`src/sv/lie_pkg.sv`:
```
// shared types and constants for the list intersection engine
// no dependencies; imported by every module of the block except lie_ram
package lie_pkg;

	localparam int SET_CAPACITY = 4096;
	localparam int ADDR_W       = $clog2(SET_CAPACITY);
	localparam int CNT_W        = $clog2(SET_CAPACITY + 1);
	localparam int DATA_W       = 32;

	localparam logic [2:0] KIND_LOAD  = 3'd0;
	localparam logic [2:0] KIND_PROBE = 3'd1;
	localparam logic [2:0] KIND_END   = 3'd2;
	localparam logic [2:0] KIND_CLEAR = 3'd3;
	localparam logic [2:0] KIND_READ  = 3'd4;

	typedef struct packed {
		logic [2:0]  kind;
		logic [31:0] value;
		logic [11:0] index;
	} lie_in_t;

	typedef struct packed {
		logic        found;
		logic [12:0] set_count;
		logic [31:0] read_value;
		logic        overflow;
	} lie_out_t;

	// memory requests from the sequencer, in current/next bank terms
	typedef struct packed {
		logic              wr_cur;
		logic [ADDR_W-1:0] wr_cur_addr;
		logic              wr_nxt;
		logic [ADDR_W-1:0] wr_nxt_addr;
		logic [DATA_W-1:0] wr_data;
		logic [ADDR_W-1:0] rd_addr;
		logic              sel;
	} lie_mem_req_t;

	typedef enum logic [1:0] {
		ST_IDLE,
		ST_SCAN,
		ST_READ
	} lie_state_t;

endpackage

```
`src/sv/lie_ctrl.sv`:
```
// sequencer: command decode, counts, bank select, linear scan, result register
// depends on lie_pkg
module lie_ctrl (
	input  logic                 clk,
	input  logic                 arst_n,
	input  logic                 start,
	output logic                 busy,
	input  lie_pkg::lie_in_t     cmd,
	input  logic [31:0]          rdata,
	output lie_pkg::lie_mem_req_t mem,
	output logic                 done,
	output lie_pkg::lie_out_t    rsp
);
	import lie_pkg::*;

	lie_state_t        state_q, state_d;
	logic [CNT_W-1:0]  cur_cnt_q, cur_cnt_d;
	logic [CNT_W-1:0]  nxt_cnt_q, nxt_cnt_d;
	logic [CNT_W-1:0]  ptr_q, ptr_d;
	logic              sel_q, sel_d;
	logic              rd_vld_s1, rd_vld_d;
	logic [31:0]       value_q, value_d;
	logic              done_q, done_d;
	lie_out_t          rsp_q, rsp_d;
	logic              issue;
	logic              hit;

	assign busy = (state_q != ST_IDLE);
	assign done = done_q;
	assign rsp  = rsp_q;

	assign issue = (ptr_q < cur_cnt_q);
	assign hit   = rd_vld_s1 && (rdata == value_q);

	always_comb begin
		state_d   = state_q;
		cur_cnt_d = cur_cnt_q;
		nxt_cnt_d = nxt_cnt_q;
		ptr_d     = ptr_q;
		sel_d     = sel_q;
		rd_vld_d  = 1'b0;
		value_d   = value_q;
		done_d    = 1'b0;
		rsp_d     = '0;

		mem             = '0;
		mem.sel         = sel_q;
		mem.wr_cur_addr = cur_cnt_q[ADDR_W-1:0];
		mem.wr_nxt_addr = nxt_cnt_q[ADDR_W-1:0];
		mem.wr_data     = (state_q == ST_IDLE) ? cmd.value : value_q;
		mem.rd_addr     = ptr_q[ADDR_W-1:0];

		unique case (state_q)
			ST_IDLE: begin
				if (start) begin
					unique case (cmd.kind)
						KIND_LOAD: begin
							done_d = 1'b1;
							if (cur_cnt_q < CNT_W'(SET_CAPACITY)) begin
								mem.wr_cur = 1'b1;
								cur_cnt_d  = cur_cnt_q + 1'b1;
							end else begin
								rsp_d.overflow = 1'b1;
							end
						end
						KIND_PROBE: begin
							if (cur_cnt_q == '0) begin
								done_d = 1'b1;
							end else begin
								state_d = ST_SCAN;
								value_d = cmd.value;
								ptr_d   = '0;
							end
						end
						KIND_END: begin
							// bank swap replaces the copy
							done_d    = 1'b1;
							sel_d     = ~sel_q;
							cur_cnt_d = nxt_cnt_q;
							nxt_cnt_d = '0;
						end
						KIND_CLEAR: begin
							done_d    = 1'b1;
							cur_cnt_d = '0;
							nxt_cnt_d = '0;
						end
						KIND_READ: begin
							if (32'(cmd.index) < 32'(cur_cnt_q)) begin
								mem.rd_addr = ADDR_W'(cmd.index);
								state_d     = ST_READ;
							end else begin
								done_d = 1'b1;
							end
						end
						default: begin
							done_d = 1'b1;
						end
					endcase
				end
			end
			ST_SCAN: begin
				priority if (hit) begin
					state_d     = ST_IDLE;
					done_d      = 1'b1;
					rsp_d.found = 1'b1;
					if (nxt_cnt_q < CNT_W'(SET_CAPACITY)) begin
						mem.wr_nxt = 1'b1;
						nxt_cnt_d  = nxt_cnt_q + 1'b1;
					end else begin
						rsp_d.overflow = 1'b1;
					end
				end else if (!issue && !rd_vld_s1) begin
					state_d = ST_IDLE;
					done_d  = 1'b1;
				end else if (issue) begin
					rd_vld_d = 1'b1;
					ptr_d    = ptr_q + 1'b1;
				end else begin
					rd_vld_d = 1'b0;
				end
			end
			ST_READ: begin
				state_d          = ST_IDLE;
				done_d           = 1'b1;
				rsp_d.read_value = rdata;
			end
			default: begin
				state_d = ST_IDLE;
			end
		endcase

		rsp_d.set_count = 13'(cur_cnt_d);
	end

	always_ff @(posedge clk or negedge arst_n) begin
		if (!arst_n) begin
			state_q   <= ST_IDLE;
			cur_cnt_q <= '0;
			nxt_cnt_q <= '0;
			ptr_q     <= '0;
			sel_q     <= 1'b0;
			rd_vld_s1 <= 1'b0;
			done_q    <= 1'b0;
		end else begin
			state_q   <= state_d;
			cur_cnt_q <= cur_cnt_d;
			nxt_cnt_q <= nxt_cnt_d;
			ptr_q     <= ptr_d;
			sel_q     <= sel_d;
			rd_vld_s1 <= rd_vld_d;
			done_q    <= done_d;
		end
	end

	always_ff @(posedge clk) begin
		value_q <= value_d;
		rsp_q   <= rsp_d;
	end

endmodule

```
`config.mk`:
```
export PLATFORM = sky130hd
export DESIGN_NAME = lie_ctrl
export DESIGN_NICKNAME = d
export VERILOG_FILES = /design/src/sv/lie_pkg.sv /design/src/sv/lie_ctrl.sv
export SDC_FILE = /design/constraint.sdc
export NUM_CORES = 1
export LEC_CHECK = 0
export BUFFER_PORTS_ARGS = -buffer_cell sky130_fd_sc_hd__buf_2
export CAP_MARGIN = 20
export CORE_MARGIN = 3
export CORE_UTILIZATION = 55
export CTS_CLUSTER_SIZE = 12
export DETAILED_ROUTE_END_ITERATION = 16
export MAX_ROUTING_LAYER = met4
export PLACE_DENSITY = 0.93
export SLEW_MARGIN = 20
export SYNTH_ARGS = -nofsm -noshare
export SYNTH_HDL_FRONTEND = slang
export SYNTH_SLANG_ARGS = --single-unit
```
`constraint.sdc`:
```
create_clock -name clk -period 5.5 [get_ports clk]
set_clock_uncertainty 0.2 [all_clocks]
set_input_delay 1.375 -clock clk [delete_from_list [all_inputs] [get_ports clk]]
set_output_delay 1.375 -clock clk [all_outputs]
set_load 0.05 [all_outputs]
```
==> implementation parameters, run 1 <==
Parameter                              Value

Synth
  Share of flip-flops with an asynchronous set or reset ... 35.77%
  Synth Flop Type ... dfxtp_1
  Instance count of the mapped netlist ... 589
  Largest cells by area after synthesis ... dfrtp_1 18%, edfxtp_1 15%, dfxtp_1 15%, mux2_2 8.0%, ha_1 5.4%
  Average cell area after synthesis ... 10.55 sq um
  Compound-Gate Fraction of Synth Area ... 9.928%
  Post-synthesis cell area ... 0.006213 sq mm
  Arithmetic-cell share of the synthesized area counting full adders, half adders and majority gates ... 5.437%
  Simple-Gate Fraction of Synth Area ... 17.42%
  Cell type contributing the most total cell area after synthesis ... dfrtp_1
  Number of warning messages in the yosys log ... 0
  Count of flip-flops with a built-in enable after synthesis ... 32
  Largest family of logic cells by synthesized area ... simple AND/OR/NAND/NOR gates
  Portion of netlist area occupied by mux cells ... 8.296%
  Number of different library cells in the post-synthesis netlist ... 51
  Share of the synthesized netlist area taken by xor and xnor gates ... 5.075%
  Syn_nets ... 698
  Share of Yosys cell area claimed by the top area cell type ... 17.72%
  Synth Register Bits ... 123
  Sequential cell area fraction in the yosys report ... 48.33%

Worst hold path
  Kind of path behind the tightest hold check ... flip-flop to flip-flop

Routing
  Ratio of routed vias to standard cells ... 5.795
  Highest signal layer in the routed design ... met4
  Met3 WL post-DR ... 1103 um
  Iteration-0 DRC Markers ... 438
  Count of antenna-violating nets left after detailed routing ... 0
  Number of iterations in the first detailed-routing pass ... 5
  Vias after detailed routing ... 5355
  DRC Markers ... 0
  Detailed route wirelength on metal2 ... 8664 um
  Post-detailed-routing wire length ... 17310 um
  Met1 wire length ... 7110 um
  Routed length per placed instance ... 18.73 um

Timing
  Max Slew Vio Count ... 0
  Final setup viols ... 0
  Final TNS setup ... 0 ns
  RSZ-0062 raised after global routing ... no
  Final hold violation count ... 0
  Worst relative slew slack ... 37.89%
  Shortest clock period the worst path allows after layout ... 5.153 ns
  Final hold slack ... 0.2771 ns
  Share of the clock period used by the worst path ... 93.70%
  Final setup margin ... 0.3466 ns
  Highest Clock Rate ... 0.1940 GHz
  Slew at the pin closest to its max-slew limit ... 0.9282 ns

Placement
  Worst setup slack after placement ... 0.3367 ns
  Sum of net half-perimeters after detailed placement ... 13210 um
  Port Buf Inserts ... 201
  Dpl cell area ... 0.007171 sq mm
  Placer Congestion ... 0.9164
  Placed instance count ... 892

Power
  Power per unit of standard cell area ... 318.7 mW/mm^2
  Total Power Consumption ... 2.477 mW
  Lkg Pwr ... 3.588 nW
  Maximum VDD drop ... 0.0002403 V

Die
  Number of I/O pins ... 202
  DIE HEIGHT ... 112.3 um
  # rows ... 38
  Die width ... 112.3 um
  Core area ... 0.01094 sq mm
  Die footprint ... 0.01261 sq mm
  Starting utilization of the core area ... 56.82%

Final layout
  Count of inserted antenna diode cells ... 0
  Fraction of final layout cells with drive strength greater than 1 ... 36.61%
  Number of nets in the layout ... 880
  Number of filler cells placed in the layout ... 812
  Area Overhead vs Synth ... 25.09%
  Area of all placed cells without fillers ... 0.007772 sq mm
  Share of the core filled with cells ... 71.08%
  Multi-input combinational cell area ... 0.002870 sq mm
  Area occupied by registers ... 0.003003 sq mm
  Number of standard cells in the final layout excluding fillers ... 924

Setup path
  Classification of the worst setup path ... input port to output pin
  Data arrival at the endpoint of the critical path ... 3.58 ns
  Peak fanout along the critical path ... 13
  Kind of end point of the critical path ... output pin
  Startpoint type of the worst setup path ... input port
  Critical path required time ... 3.92 ns

CTS
  Clock network latency to the later pin of the worst-skew pair ... 0.41 ns
  Maximum buffer depth of the clock tree ... 2
  Max H-tree Level ... 4
  Number of gates given a new drive strength after cts ... 0
  Hold_buf cts ... 0
  Root buffer cell ... clkbuf_16
  Clock Sink Count ... 123
  Inserted Clock Buffers ... 17
  Clock tree from TritonCTS ... done
  # Post-CTS Setup Buffers ... 0
  Clk pin slew, worst setup/hold paths ... 0.06 ns

Global routing
  Via count of the first global-routing pass ... 5269
  Maximum number of pins on one net before global-route repair ... 45
  Number of antenna violations at the first check in global routing ... 0
  Total global routing track utilization ... 28.53%
  Grt total ovfl ... 0
  Global-route wire length before repair ... 27420 um

Run
  Maximum Capacitance Violations ... 0

Status
  Result of the run ... completed
## area by class of cell
class / instances / share of cell area [%]
clock buffer: 18 / 5.522
clock inverter: 14 / 2.189
inverter: 19 / 0.9176
multi-input combinational: 403 / 36.93
sequential: 123 / 38.63
tap: 140 / 2.254
timing repair buffer: 207 / 13.55
## routing by layer
| metal | vias up | global-route usage (%) |
|---|---|---|
| met1 | 2579 | 36.46 |
| met2 | 257 | 45.93 |
| met3 | 32 | 5.768 |
| met4 | 0 | 9.215 |
| li1 | 2487 | - |
| met5 | - | - |
## flip-flops by register name, summed over array words and instances, names as in the netlist
signal and cells:
rsp 47, value_q 32, cur_cnt_q 13, nxt_cnt_q 13
ptr_q 13, state_q 2, done 1, rd_vld_s1 1
sel_q 1
## power breakdown
| part | leakage, nW | switching, mW | internal [mW] |
|---|---|---|---|
| combinational | 2.03 | 0.264 | 0.117 |
| sequential | 1.27 | 0.0223 | 0.952 |
| clock | 0.284 | 0.408 | 0.713 |
## synth_stat cells (4+ instances only)
cell type,count
dfxtp_1,47
dfrtp_1,44
mux2_2,44
nand2_1,40
and2_1,36
edfxtp_1,32
xnor2_1,32
o21ai_0,31
nor2_1,28
ha_1,27
buf_4,25
nand3_1,19
a21oi_1,18
inv_1,18
nand4_1,18
clkbuf_1,14
or4_1,13
nor3_1,10
nand2b_1,8
nor4_1,8
o211ai_1,8
a32oi_1,7
o31ai_1,7
a21o_1,6
and3_1,6
xor2_1,4
## worst max-delay path, stage by stage
cell and delay [ns]:
buf_2 0.11, ha_1 0.30, a21o_1 0.16, a21o_1 0.16
a21oi_1 0.19, and3_1 0.19, o211a_1 0.48, mux2_2 0.40
buf_2 0.21
## cells in the final DEF, fill, tap and decap left out, types with 17 or more instances in the layout
master     Yosys  routed
nand3_1       19      19
buf_2          3     200
mux2_2        44      44
and2_1        36      36
dfxtp_1       47      47
a21oi_1       18      18
nand2_1       40      40
ha_1          27      27
edfxtp_1      32      32
nand4_1       18      18
clkbuf_16      0      17
dfrtp_1       44      44
inv_1         18      18
nor2_1        28      27
o21ai_0       31      31
xnor2_1       32      32
## cells by family after synthesis
family / count (synthesis)
and+or+nand+nor: 200
AOI/OAI and AO/OA: 94
xor gates and xnor gates: 36
DFF: 123
buffers and inverters: 63
adders and majority gates: 27
muxes: 46
## worst paths after layout
| path | slack (ns) | cells after the start | from | to |
|---|---|---|---|---|
| setup / recovery | 0.35 | 9 | cmd[6] | mem[10] |
| hold / removal | 0.28 | 1 | sel_q | sel_q |
| setup reg to reg | 2.24 | 9 | cur_cnt_q[12] | ptr_q[9] |
| hold reg to reg | 0.28 | 1 | sel_q | sel_q |
| max in group asynchronous | 3.93 | 1 | arst_n | ptr_q[0] |
| min in group asynchronous | 0.77 | 1 | arst_n | ptr_q[9] |
Power figures use the tool's default switching activity.
==> run 2, diff against run 1 <==
--- a/config.mk
+++ b/config.mk
@@ -11,9 +11,8 @@
 export CORE_UTILIZATION = 55
 export CTS_CLUSTER_SIZE = 12
 export DETAILED_ROUTE_END_ITERATION = 16
-export MAX_ROUTING_LAYER = met4
 export PLACE_DENSITY = 0.93
-export SLEW_MARGIN = 20
+export SLEW_MARGIN = 5
 export SYNTH_ARGS = -nofsm -noshare
 export SYNTH_HDL_FRONTEND = slang
 export SYNTH_SLANG_ARGS = --single-unit
==> implementation parameters, run 2 (same netlist as run 1, synthesis figures left out) <==
Parameter                              Value

Timing
  Worst relative slew slack ... 37.12% (-0.77 points)
  Final setup viols ... 0 (unchanged)
  Final hold violation count ... 0 (unchanged)
  Shortest clock period the worst path allows after layout ... 5.236 ns (+0.08261 ns)
  Highest Clock Rate ... 0.1910 GHz (-1.6%)
  Final setup margin ... 0.2640 ns (-0.08261 ns)
  Share of the clock period used by the worst path ... 95.20% (+1.5 points)
  Final TNS setup ... 0 ns (unchanged)
  Slew at the pin closest to its max-slew limit ... 0.9397 ns (+0.01149 ns)
  RSZ-0062 raised after global routing ... no
  Max Slew Vio Count ... 0 (unchanged)

CTS
  Inserted Clock Buffers ... 17 (unchanged)
  Clock Sink Count ... 123 (unchanged)
  Clock network latency to the later pin of the worst-skew pair ... 0.41 ns (about the same)
  Max H-tree Level ... 4 (unchanged)
  Maximum buffer depth of the clock tree ... 2 (unchanged)
  # Post-CTS Setup Buffers ... 0 (unchanged)
  Clock tree from TritonCTS ... done
  Hold_buf cts ... 0 (unchanged)
  Number of gates given a new drive strength after cts ... 0 (unchanged)
  Root buffer cell ... clkbuf_16
  Clk pin slew, worst setup/hold paths ... 0.05 ns (about the same)

Die
  # rows ... 38 (unchanged)
  DIE HEIGHT ... 112.3 um (unchanged)
  Starting utilization of the core area ... 56.82% (unchanged)
  Die width ... 112.3 um (unchanged)
  Number of I/O pins ... 202 (unchanged)
  Core area ... 0.01094 sq mm (unchanged)
  Die footprint ... 0.01261 sq mm (unchanged)

Final layout
  Most used cells in the layout excluding fill and tap cells ... 201 x buf_2, 47 x dfxtp_1, 44 x mux2_2, 44 x dfrtp_1, 40 x nand2_1
  Count of inserted antenna diode cells ... 0 (unchanged)
  Area Overhead vs Synth ... 25.19% (about the same)
  Fraction of final layout cells with drive strength greater than 1 ... 36.43% (-0.17 points)
  Most frequent standard cell in the layout excluding fill and tap cells ... buf_2
  Area of all placed cells without fillers ... 0.007779 sq mm (about the same)
  Largest register FFs ... 47 (unchanged)
  Number of standard cells in the final layout excluding fillers ... 925 (+0.11%)
  Number of nets in the layout ... 881 (+0.11%)

Routing
  Vias after detailed routing ... 5336 (-0.35%)
  Ratio of routed vias to standard cells ... 5.769 (-0.46%)
  Post-detailed-routing wire length ... 17680 um (+2.1%)
  Count of antenna-violating nets left after detailed routing ... 0 (unchanged)
  Iteration-0 DRC Markers ... 478 (+9.1%)
  Number of iterations in the first detailed-routing pass ... 6 (+1)
  Routed length per placed instance ... 19.11 um (+2.0%)
  DRC Markers ... 0 (unchanged)

Setup path
  Peak fanout along the critical path ... 13 (unchanged)
  Slowest Stage Delay on Critical Path ... 0.49 ns (about the same)
  Worst-path cell chain ... buf_2 > ha_1 > a21o_1 > a21o_1 > a21oi_1 > and3_1 > o211a_1 > mux2_2 > buf_2
  Cell family with most CP delay ... compound AO/OA/AOI/OAI gates
  Buf/Inv on CP ... 2 (unchanged)
  Data arrival at the endpoint of the critical path ... 3.66 ns (+0.08 ns)
  Startpoint type of the worst setup path ... input port
  Critical path required time ... 3.92 ns (about the same)
  Critical Path Slowest Stage Cell ... o211a_1
  Kind of end point of the critical path ... output pin
  Classification of the worst setup path ... input port to output pin

Placement
  Worst setup slack after placement ... 0.3183 ns (-0.01838 ns)
  Sum of net half-perimeters after detailed placement ... 13090 um (-0.91%)
  Port Buf Inserts ... 201 (unchanged)
  Placed instance count ... 892 (unchanged)
  Dpl cell area ... 0.007171 sq mm (unchanged)
  Placer Congestion ... 0.8829 (-3.7%)

Run
  Maximum Capacitance Violations ... 0 (unchanged)

Power
  Power per unit of standard cell area ... 314.1 mW/mm^2 (-1.4%)
  Maximum VDD drop ... 0.0002462 V (+2.4%)
  Total Power Consumption ... 2.444 mW (-1.3%)
  Lkg Pwr ... 3.597 nW (+0.27%)

Global routing
  Via count of the first global-routing pass ... 5253 (-0.30%)
  Maximum number of pins on one net before global-route repair ... 45 (unchanged)
  Total global routing track utilization ... 27.84% (-0.70 points)
  Grt total ovfl ... 0 (unchanged)
  Number of antenna violations at the first check in global routing ... 0 (unchanged)
  Global-route wire length before repair ... 27630 um (+0.78%)

Status
  Result of the run ... completed

Worst hold path
  Kind of path behind the tightest hold check ... flip-flop to flip-flop
-- run 2: final cells by class --
type / instances / area, sq um
clock buffers: 21 / 460.4
clock inverters: 11 / 120.1
fillers: 788 / 3157
inverters: 19 / 71.32
multi-input cells: 403 / 2870
flip-flops and latches: 123 / 3003
well taps: 140 / 175.2
repair buffers: 208 / 1079
-- run 2: worst register-to-register path, stage by stage, from the launching register on --
cell and delay [ns]:
dfrtp_1 0.52, inv_1 0.24, ha_1 0.36, nand4_1 0.13, nor2_1 0.07, a211o_1 0.29
a211oi_4 0.36, nand2_2 0.26, or4_1 0.57, a21oi_1 0.17
-- run 2: metrics by stage --
step	utilization, %	hold slack [ns]
2_1_floorplan	-	0.2460
3_5_place_dp	65.57	0.2761
4_1_cts	70.88	0.2868
6_report	71.13	0.2943
5_1_grt	71.13	0.2960
3_3_place_gp	65.57	0.2711
-- run 2: final timing paths --
check	from	end	slack, ns	cells after the start
worst max register to register	cur_cnt_q[12]	ptr_q[9]	2.26	9
min in group asynchronous	arst_n	ptr_q[9]	0.76	1
worst min-delay path	sel_q	sel_q	0.29	1
worst min register to register	sel_q	sel_q	0.29	1
max in group asynchronous	arst_n	nxt_cnt_q[6]	3.81	2
worst max-delay path	cmd[6]	mem[9]	0.26	9
-- run 2: power breakdown --
part | leakage [nW] | total, mW | internal [mW] | switching (mW)
combinational | 2.04 | 0.386 | 0.119 | 0.267
sequential | 1.27 | 0.975 | 0.952 | 0.0228
clock | 0.282 | 1.08 | 0.688 | 0.394
-- run 2: per-layer routing --
layer | routed length [um] | up-vias | track usage (%)
met5 | 0 | - | 0
met4 | 476 | 0 | 9.776
met3 | 1310 | 42 | 6.415
met2 | 8622 | 230 | 43.90
met1 | 7265 | 2580 | 38.01
li1 | - | 2484 | -
==> run 3, diff against run 2 <==
--- a/config.mk
+++ b/config.mk
@@ -8,10 +8,11 @@
 export BUFFER_PORTS_ARGS = -buffer_cell sky130_fd_sc_hd__buf_2
 export CAP_MARGIN = 20
 export CORE_MARGIN = 3
-export CORE_UTILIZATION = 55
+export CORE_UTILIZATION = 51
 export CTS_CLUSTER_SIZE = 12
 export DETAILED_ROUTE_END_ITERATION = 16
-export PLACE_DENSITY = 0.93
+export GPL_TIMING_DRIVEN = 0
+export PLACE_DENSITY = 0.87
 export SLEW_MARGIN = 5
 export SYNTH_ARGS = -nofsm -noshare
 export SYNTH_HDL_FRONTEND = slang
==> constraint.sdc (replaced) <==
create_clock -name clk -period 4.9 [get_ports clk]
set_clock_uncertainty 0.2 [all_clocks]
set_input_delay 1.225 -clock clk [delete_from_list [all_inputs] [get_ports clk]]
set_output_delay 1.225 -clock clk [all_outputs]
set_load 0.05 [all_outputs]
==> implementation parameters, run 3 (same netlist as run 1, synthesis figures left out) <==
Parameter                              Value

Status
  Result of the run ... completed

CTS
  # Post-CTS Setup Buffers ... 0 (unchanged)
  Clk pin slew, worst setup/hold paths ... 0.05 ns (about the same)
  Clock tree from TritonCTS ... done
  Number of gates given a new drive strength after cts ... 1 (+1)
  Root buffer cell ... clkbuf_16
  Clock Sink Count ... 123 (unchanged)
  Inserted Clock Buffers ... 17 (unchanged)
  Maximum buffer depth of the clock tree ... 2 (unchanged)
  Max H-tree Level ... 4 (unchanged)
  Hold_buf cts ... 0 (unchanged)
  Clock network latency to the later pin of the worst-skew pair ... 0.41 ns (about the same)

Routing
  Routed length per placed instance ... 18.79 um (-1.7%)
  Highest signal layer in the routed design ... met4
  Vias after detailed routing ... 5540 (+3.8%)
  Detailed route wirelength on metal2 ... 9125 um (+5.8%)
  Met1 wire length ... 7590 um (+4.5%)
  Count of antenna-violating nets left after detailed routing ... 0 (unchanged)
  Met3 WL post-DR ... 1104 um (-16%)
  DRC Markers ... 0 (unchanged)
  Number of iterations in the first detailed-routing pass ... 6 (unchanged)
  Ratio of routed vias to standard cells ... 5.729 (-0.69%)
  Post-detailed-routing wire length ... 18170 um (+2.8%)
  Iteration-0 DRC Markers ... 589 (+23%)

Setup path
  Startpoint type of the worst setup path ... input port
  Classification of the worst setup path ... input port to output pin
  Peak fanout along the critical path ... 10 (-3)
  Critical path required time ... 3.47 ns (-0.45 ns)
  Data arrival at the endpoint of the critical path ... 3.41 ns (-0.25 ns)
  Kind of end point of the critical path ... output pin
  Minimum setup slack among reg-to-reg paths ... 1.65 ns (-0.61 ns)

Timing
  RSZ-0062 raised after global routing ... no
  Final TNS setup ... 0 ns (unchanged)
  Final setup viols ... 0 (unchanged)
  Final setup margin ... 0.06862 ns (-0.1954 ns)
  Final hold violation count ... 0 (unchanged)
  Worst relative slew slack ... 23.64% (-13 points)
  Slew at the pin closest to its max-slew limit ... 1.137 ns (+0.1969 ns)
  Highest Clock Rate ... 0.2070 GHz
  Shortest clock period the worst path allows after layout ... 4.831 ns
  Share of the clock period used by the worst path ... 98.60%
  Max Slew Vio Count ... 0 (unchanged)

Power
  Switching part of the total power ... 27.60% (-0.39 points)
  Internal power ... 2.056 mW (+17%)
  Lkg Pwr ... 3.753 nW (+4.3%)
  Switching power total ... 783.8 uW (+15%)
  Total Power Consumption ... 2.840 mW (+16%)
  Clock group share of total power ... 45.8% (+1.5 points)
  Part of the total power dissipated in combinational logic ... 15.7% (about the same)
  Power per unit of standard cell area ... 353.1 mW/mm^2 (+12%)
  Maximum VDD drop ... 0.0003376 V (+37%)
  Part of the power in registers ... 38.5% (-1.4 points)

Global routing
  Number of antenna violations at the first check in global routing ... 0 (unchanged)
  Total global routing track utilization ... 26.83% (-1.0 points)
  Maximum number of pins on one net before global-route repair ... 45 (unchanged)
  Grt total ovfl ... 0 (unchanged)
  Global-route wire length before repair ... 27820 um (+0.67%)
  Via count of the first global-routing pass ... 5348 (+1.8%)

Die
  Die width ... 116.4 um (+3.6%)
  Number of I/O pins ... 202 (unchanged)
  # rows ... 39 (+2.6%)
  Core area ... 0.01166 sq mm (+6.6%)
  Starting utilization of the core area ... 53.28% (-3.5 points)
  Die footprint ... 0.01354 sq mm (+7.4%)
  DIE HEIGHT ... 116.4 um (+3.6%)

Placement
  Port Buf Inserts ... 201 (unchanged)
  Placed instance count ... 933 (+4.6%)
  Worst setup slack after placement ... 0.02644 ns (-0.2919 ns)
  Sum of net half-perimeters after detailed placement ... 13460 um (+2.8%)
  Placer Congestion ... 0.9192 (+4.1%)

Worst hold path
  Kind of path behind the tightest hold check ... flip-flop to flip-flop

Final layout
  Fraction of final layout cells with drive strength greater than 1 ... 37.67% (+1.2 points)
  Share of the core filled with cells ... 68.97% (-2.2 points)
  Area Overhead vs Synth ... 29.46%
  Most used cells in the layout excluding fill and tap cells ... 203 x buf_2, 47 x dfxtp_1, 44 x mux2_2, 44 x dfrtp_1, 40 x nand2_1
  Largest register FFs ... 47 (unchanged)
  Number of nets in the layout ... 919 (+4.3%)
  Number of standard cells in the final layout excluding fillers ... 967 (+4.5%)
  Most frequent standard cell in the layout excluding fill and tap cells ... buf_2
  Number of filler cells placed in the layout ... 930 (+18%)

Run
  Maximum Capacitance Violations ... 0 (unchanged)
## run 3: cell types whose count changed in the layout (fill, tap and decap cells not counted), sizes merged
cell,before,now
clkbuf,21,37
bufinv,2,3
diode,0,1
clkinv,9,6
buf,208,231
clkinvlp,1,2
## run 3: layout make-up
class / instances / area [sq um] / area share (%)
clock buffer: 22 / 475.5 / 5.911
multi-input combinational: 403 / 2868 / 35.65
buffer: 44 / 277.8 / 3.453
antenna: 1 / 2.502 / 0.03111
timing repair buffer: 202 / 1026 / 12.75
tap: 143 / 178.9 / 2.224
clock inverter: 10 / 140.1 / 1.742
inverter: 19 / 72.57 / 0.9022
sequential: 123 / 3003 / 37.33
## run 3: path summary, 6_finish.rpt
kind	start	cells past startpoint	end
max in group asynchronous	arst_n	2	cur_cnt_q[3]
hold / removal	sel_q	1	sel_q
min in group asynchronous	arst_n	1	ptr_q[7]
hold reg to reg	sel_q	1	sel_q
setup / recovery	cmd[6]	10	mem[11]
setup reg to reg	cur_cnt_q[12]	11	ptr_q[12]
## run 3: metrics by stage
| stage | area, sq um | hold WS, ns |
|---|---|---|
| floorplan | 6213 | 0.2460 |
| global placement | 7398 | 0.2646 |
| detailed placement | 7400 | 0.2717 |
| CTS | 8018 | 0.2787 |
| global route | 8041 | 0.3063 |
| finish | 8044 | 0.2772 |
## run 3: power by group through the flow
| stage | registers (mW) | logic [mW] | clock network, mW |
|---|---|---|---|
| 2_1_floorplan | 1.12 | 0.292 | 0 |
| 3_3_place_gp | 1.11 | 0.432 | 0 |
| 3_5_place_dp | 1.11 | 0.440 | 0 |
| 4_1_cts | 1.09 | 0.443 | 1.31 |
| 5_1_grt | 1.10 | 0.477 | 1.36 |
| 6_report | 1.09 | 0.447 | 1.30 |
## run 3: critical path: stages
cell and delay [ns]:
buf_2 0.10, ha_1 0.30, a21o_1 0.16, a21o_1 0.18
a21oi_1 0.23, and3_1 0.19, o211a_1 0.27, buf_6 0.20
mux2_2 0.35, buf_2 0.21
## run 3: routing by layer
layer  vias up  global-route usage (%)
met4         0                   9.203
li1       2561                       -
met1      2726                   35.82
met5         -                       0
met3        28                   6.218
met2       225                   43.14
